## src/design/assert_macros.svh

```systemverilog
// assertion helpers for the key set
`ifndef ASSERT_MACROS_SVH
`define ASSERT_MACROS_SVH

// property that holds whenever reset is low
`define CHK_CLK(label, prop, msg) \
  label: assert property (@(posedge clk) disable iff (rst) (prop)) else $error(msg);

// property that holds at every edge, reset included
`define CHK_ALL(label, prop, msg) \
  label: assert property (@(posedge clk) (prop)) else $error(msg);

`endif

```

## src/design/dhks_pkg.sv

```systemverilog
`timescale 1ns / 1ps
// ----------------------------------------------------------------------------
// dhks_pkg
// shared types and constants of the double-hashed key set
// ----------------------------------------------------------------------------
package dhks_pkg;

  localparam int StoreDepth = 1024;
  localparam int AddrW = $clog2(StoreDepth);
  localparam int SizeW = 11;
  localparam int LimitW = 7;
  localparam int CfgW = 11;
  localparam int CountW = 11;

  localparam logic [31:0] MixMult = 32'h045d9f3b;
  localparam logic [31:0] GoldenMult = 32'd2654435761;
  localparam int MixShift = 16;

  localparam logic [1:0] CmdInsert = 2'd0;
  localparam logic [1:0] CmdRemove = 2'd1;
  localparam logic [1:0] CmdFind = 2'd2;
  localparam logic [1:0] CmdUnused = 2'd3;

  localparam logic [1:0] StOk = 2'd0;
  localparam logic [1:0] StDup = 2'd1;
  localparam logic [1:0] StMiss = 2'd2;
  localparam logic [1:0] StFull = 2'd3;

  localparam logic [1:0] RegSize = 2'd0;
  localparam logic [1:0] RegLimit = 2'd1;
  localparam logic [1:0] RegHash = 2'd2;

  typedef struct packed {
    logic [1:0] command;
    logic signed [31:0] key;
  } request_t;

  typedef struct packed {
    logic [1:0] status;
    logic [9:0] slot;
    logic [10:0] probe_count;
    logic [10:0] entry_count;
  } result_t;

endpackage

```

## src/design/dhks_modunit.sv

```systemverilog
`timescale 1ns / 1ps
// ----------------------------------------------------------------------------
// dhks_modunit
// restoring remainder, one quotient bit per cycle, 32-bit dividend
// ----------------------------------------------------------------------------
module dhks_modunit import dhks_pkg::*; (
  input  logic             clk,
  input  logic             rst,
  input  logic             go,
  input  logic [31:0]      dividend,
  input  logic [SizeW-1:0] divisor,
  output logic             done,
  output logic [SizeW-1:0] remainder
);

  logic [31:0] shreg;
  logic [SizeW:0] rem;
  logic [5:0] cnt;
  logic running;
  logic [SizeW:0] trial;

  always_comb begin
    trial = {rem[SizeW-1:0], shreg[31]};
  end

  always_ff @(posedge clk) begin
    if (rst) begin
      running <= 1'b0;
      done <= 1'b0;
      cnt <= '0;
    end else begin
      done <= 1'b0;
      if (go) begin
        running <= 1'b1;
        cnt <= 6'd0;
        shreg <= dividend;
        rem <= '0;
      end else if (running) begin
        shreg <= {shreg[30:0], 1'b0};
        if (trial >= {1'b0, divisor}) rem <= trial - {1'b0, divisor};
        else rem <= trial;
        cnt <= cnt + 6'd1;
        if (cnt == 6'd31) begin
          running <= 1'b0;
          done <= 1'b1;
        end
      end
    end
  end

  assign remainder = rem[SizeW-1:0];

endmodule

```

## config.mk

```make
export PLATFORM = sky130hd
export DESIGN_NAME = dhks_modunit
export DESIGN_NICKNAME = d
export VERILOG_FILES = /design/src/design/assert_macros.svh /design/src/design/dhks_pkg.sv /design/src/design/dhks_modunit.sv
export SDC_FILE = /design/constraint.sdc
export NUM_CORES = 1
export LEC_CHECK = 0
export ABC_AREA = 0
export BUFFER_PORTS_ARGS = -buffer_cell sky130_fd_sc_hd__buf_2
export CORE_UTILIZATION = 59
export CTS_CLUSTER_SIZE = 10
export DETAILED_ROUTE_END_ITERATION = 7
export PLACE_DENSITY_LB_ADDON = 0.3
export SYNTH_ARGS = -nofsm -noshare
export SYNTH_HDL_FRONTEND = slang
export SYNTH_SLANG_ARGS = --single-unit
```

## constraint.sdc

```tcl
create_clock -name clk -period 4.54 [get_ports clk]
set_clock_uncertainty 0.05 [all_clocks]
set_input_delay 0 -clock clk [delete_from_list [all_inputs] [get_ports clk]]
set_output_delay 0 -clock clk [all_outputs]
set_load 0.005 [all_outputs]
```

==> results <==
- The flow ran to the end, but the final reports show violations.
- The final reports fail on design-rule violations.
- The remaining routing DRC violations is 10.
- Setup repair after global routing left no endpoint under its margin.
- The net count of the finished layout is 376.
- The worst pin sits at a relative slew slack of 62.2%.
- Data on the critical path arrives at its endpoint at 2.83 ns.
- In this run the static leakage power is 1.42 nW.
- Entering global routing, the biggest net connects 46 pins.
- The final-report setup violation count is 0.
- Synthesis inferred 51 register bits.
- The largest area contributor in the synthesized netlist is sky130_fd_sc_hd__edfxtp_1.
- After clock tree synthesis, the setup repair step added 0 buffers.
- The maximum number of buffers from clock root to sink is 2.
- The final count of pins violating max slew is 0.
- The width of the die is 70.5 um.
- In this run, CTS created clock tree buffers numbering 5.
- In this run the clock root is driven by a sky130_fd_sc_hd__clkbuf_8.
- The total clock sinks is 51.
- The total number of H-tree levels is 2.
- After technology mapping, the gate count stands at 227.
- The fraction of final layout cells with drive strength greater than 1 is 34.9%.
- The sequential cell fraction of total power is 52.3%.
- The count of synthesis-stage warnings from yosys is 0.
- STA puts the critical path data required time at 4.56 ns.
- After detailed routing, the average wire length per cell comes to 15.1 um.
- The count of maximum capacitance violations is 0.
- The count of vias placed by the detailed router is 2034.
- At the end of routability-driven placement, the weighted congestion stood at 0.798.
- The synthesized area is 0.00277 mm2.
- The cts-stage hold buffer count is 32.
- The power density of the placed cells is 308 mW/mm2.
- The source-to-sink clock delay at the later pin of the worst-skew pair is 0.30 ns.
- The slowest cell on the critical path is sky130_fd_sc_hd__a31oi_4.
- The final routed wirelength across all metal layers is 5.58 mm.
- The register area share after synthesis is 52.4%.
- The number of design-rule violations left by the first detailed-router iteration is 109.
- Traced cell by cell, the critical path runs through inv_1, ha_1, fa_1, nand2b_1, a21oi_2, o21ai_1, a31oi_4, o211ai_1, o221a_2.
- The clock transition at the registers of the reported paths is 0.09 ns.
- After synthesis, the cell types taking the most area are sky130_fd_sc_hd__edfxtp_1 47%, sky130_fd_sc_hd__mux2_2 13%, sky130_fd_sc_hd__dfxtp_1 5.8%.
- During I/O placement, the number of pins put on the boundary was 58.
- Across every metal layer, demand over resource in global routing totals 23.4%.
- The netlist uses 49 different library cells.
- At the pin with the least slew margin, the transition time is 0.567 ns.
- Derived from the worst setup path, the maximum achievable clock frequency is 0.356 GHz.
- Internal power comes to 0.788 mW.
- The sort of element at the end of the critical path is a flip-flop.
- Once layout is complete, the cells apart from fillers number 370.
- The top-area cell type share of the netlist area is 46.6%.
- Across the VDD grid, the largest voltage drop is 271 uV.
- TritonCTS built the clock tree.
- The number of nets with antenna violations after detailed routing is 0.
- The top flip-flop cell by instance count after synthesis is sky130_fd_sc_hd__edfxtp_1.
- The startpoint-to-endpoint class of the critical path is reg2reg.
- The commonest cells after synthesis are 43 x sky130_fd_sc_hd__edfxtp_1, 31 x sky130_fd_sc_hd__mux2_2, 23 x sky130_fd_sc_hd__nor2_1, 17 x sky130_fd_sc_hd__inv_1, 12 x sky130_fd_sc_hd__ha_1.
- The detailed placer's ending HPWL is 3.44 mm.
- The share of synthesized flip-flops with an asynchronous set or reset is 0%.
- Input and output buffers added on the ports amount to 57.
- Yosys instantiated no cell more often than sky130_fd_sc_hd__edfxtp_1.
- The part of the power in the clock network is 24.1%.
- The wire length of the first global-routing pass is 8.75 mm.
- After detailed routing, the number of vias per cell comes to 5.50.
- The area of the die is 0.00497 mm2.
- The worst hold path belongs to the class in2reg.
- Of the available clock period, the critical path in the final layout requires 61.9%.
- Summed over all failing endpoints, the final setup total negative slack is 0 ns.
- After global routing the overflow that remains totals 0.
- The initial antenna violation count is 0.
- The first detailed-routing pass ran for 6 iterations.
- The net switching power is 0.290 mW.
- On the worst path, the slowest cell contributes a delay of 0.50 ns.
- The worst setup path is launched from a flip-flop.
- The height of the chip is 70.5 um.
- Counting cells, the worst reg-to-reg path comes to 9.
- The initial cell density of the core is 62.3%.
- The region available for standard cell placement spans 0.00444 mm2.
- The placed cell count is 330.
- The initialized floorplan defines 24 standard-cell rows.
- The synthesized design contains 43 enable-type register cells.
- Counting every net in the synthesized netlist gives 286.
- Of all nets on the critical path, the largest fanout is 17.
- The area growth from synthesis to layout is 26.5%.
- The switching share of power is 26.9%.
- The number of endpoints with negative hold slack in the final report is 0.
- The via count of the first global-routing pass came to 1970.
- The number of antenna repair diodes is 0.
- The design draws 1.08 mW.
- The average size of a mapped cell is 12.2 um2.
- The combinational fraction of design power is 23.6%.
- The number of gates resized after CTS was 0.
- The count of cells along the worst hold path is 3.
- The post-layout minimum cycle time is 2.81 ns.
## worst paths after layout
| path | start | slack, ns | endpoint |
|---|---|---|---|
| hold reg to reg | cnt[5] | 0.43 | done |
| setup reg to reg | shreg[31] | 1.73 | rem[9] |
| hold / removal | rst | 0.005 | running |
| setup / recovery | shreg[31] | 1.73 | rem[9] |
## registers in the layout, indices dropped and copies added, names as in the netlist
register / flops
cnt: 6
done: 1
rem: 11
running: 1
shreg: 32
## per-layer routing
metal | share of wire (%) | vias to the layer above | global-route usage [%]
li1 | - | 1019 | -
met1 | 41 | 965 | 25.5
met3 | 3.4 | 11 | 4.04
met5 | 0 | - | 0
met4 | 2.0 | 0 | 10.4
met2 | 54 | 39 | 44.1
## cell families after synthesis
family | Yosys count | share of synthesized area (%)
and+or+nand+nor | 57 | 10.6
DFF | 51 | 52.4
AOI/OAI and AO/OA | 38 | 10.5
muxes | 36 | 14.4
buffers and inverters | 25 | 3.79
adders and majority gates | 13 | 6.14
xor gates and xnor gates | 7 | 2.21
## layout make-up
| type | instances | area [um2] |
|---|---|---|
| inverters | 17 | 63.8 |
| well taps | 52 | 65.1 |
| multi-input cells | 151 | 1220 |
| clock inverters | 1 | 6.26 |
| repair buffers | 91 | 621 |
| clock buffers | 7 | 76.3 |
| flip-flops and latches | 51 | 1450 |
| fillers | 305 | 940 |
## worst max-delay path: cells and delay by family, from the launching register on
| family | cells | cell delay, ns |
|---|---|---|
| compound gates | 5 | 1.29 |
| fa+ha+maj | 2 | 0.60 |
| flops | 1 | 0.37 |
| simple gates | 1 | 0.20 |
| buf+inv | 1 | 0.05 |
## power groups by stage
stage               clock network [mW]  logic (mW)  registers [mW]
floorplan                            0       0.175           0.571
global placement                     0       0.224           0.572
detailed placement                   0       0.230           0.573
CTS                              0.266       0.252           0.563
global route                     0.278       0.279           0.567
finish                           0.260       0.254           0.563
## cell usage in the layout, fill, tap and decap left out, drive strengths merged, types with 3 or more instances in the layout
cell type | synthesis | layout
mux2i | 5 | 5
or3 | 3 | 3
mux2 | 31 | 31
o21ai | 9 | 9
dfxtp | 8 | 8
xnor2 | 3 | 3
nor2 | 24 | 24
a21oi | 8 | 8
ha | 12 | 12
nor3 | 4 | 4
a211oi | 4 | 4
nand4 | 5 | 5
nand2 | 7 | 7
dlygate4sd3 | 0 | 32
o21a | 5 | 5
xor2 | 4 | 4
o31a | 3 | 3
inv | 17 | 18
edfxtp | 43 | 43
clkbuf | 4 | 7
buf | 4 | 59
## stage by stage
| step | util [%] | setup WS (ns) | instance area [um2] | hold slack, ns |
|---|---|---|---|---|
| finish | 78.9 | 1.73 | 3500 | 0.00531 |
| global route | 78.9 | 1.54 | 3500 | 0.00529 |
| CTS | 78.9 | 1.71 | 3500 | 0.00363 |
| detailed placement | 69.8 | 1.76 | 3100 | 0.237 |
| global placement | 69.8 | 1.86 | 3100 | 0.233 |
| floorplan | - | 1.61 | 2770 | 0.154 |
(Power assumes the default switching activity.)
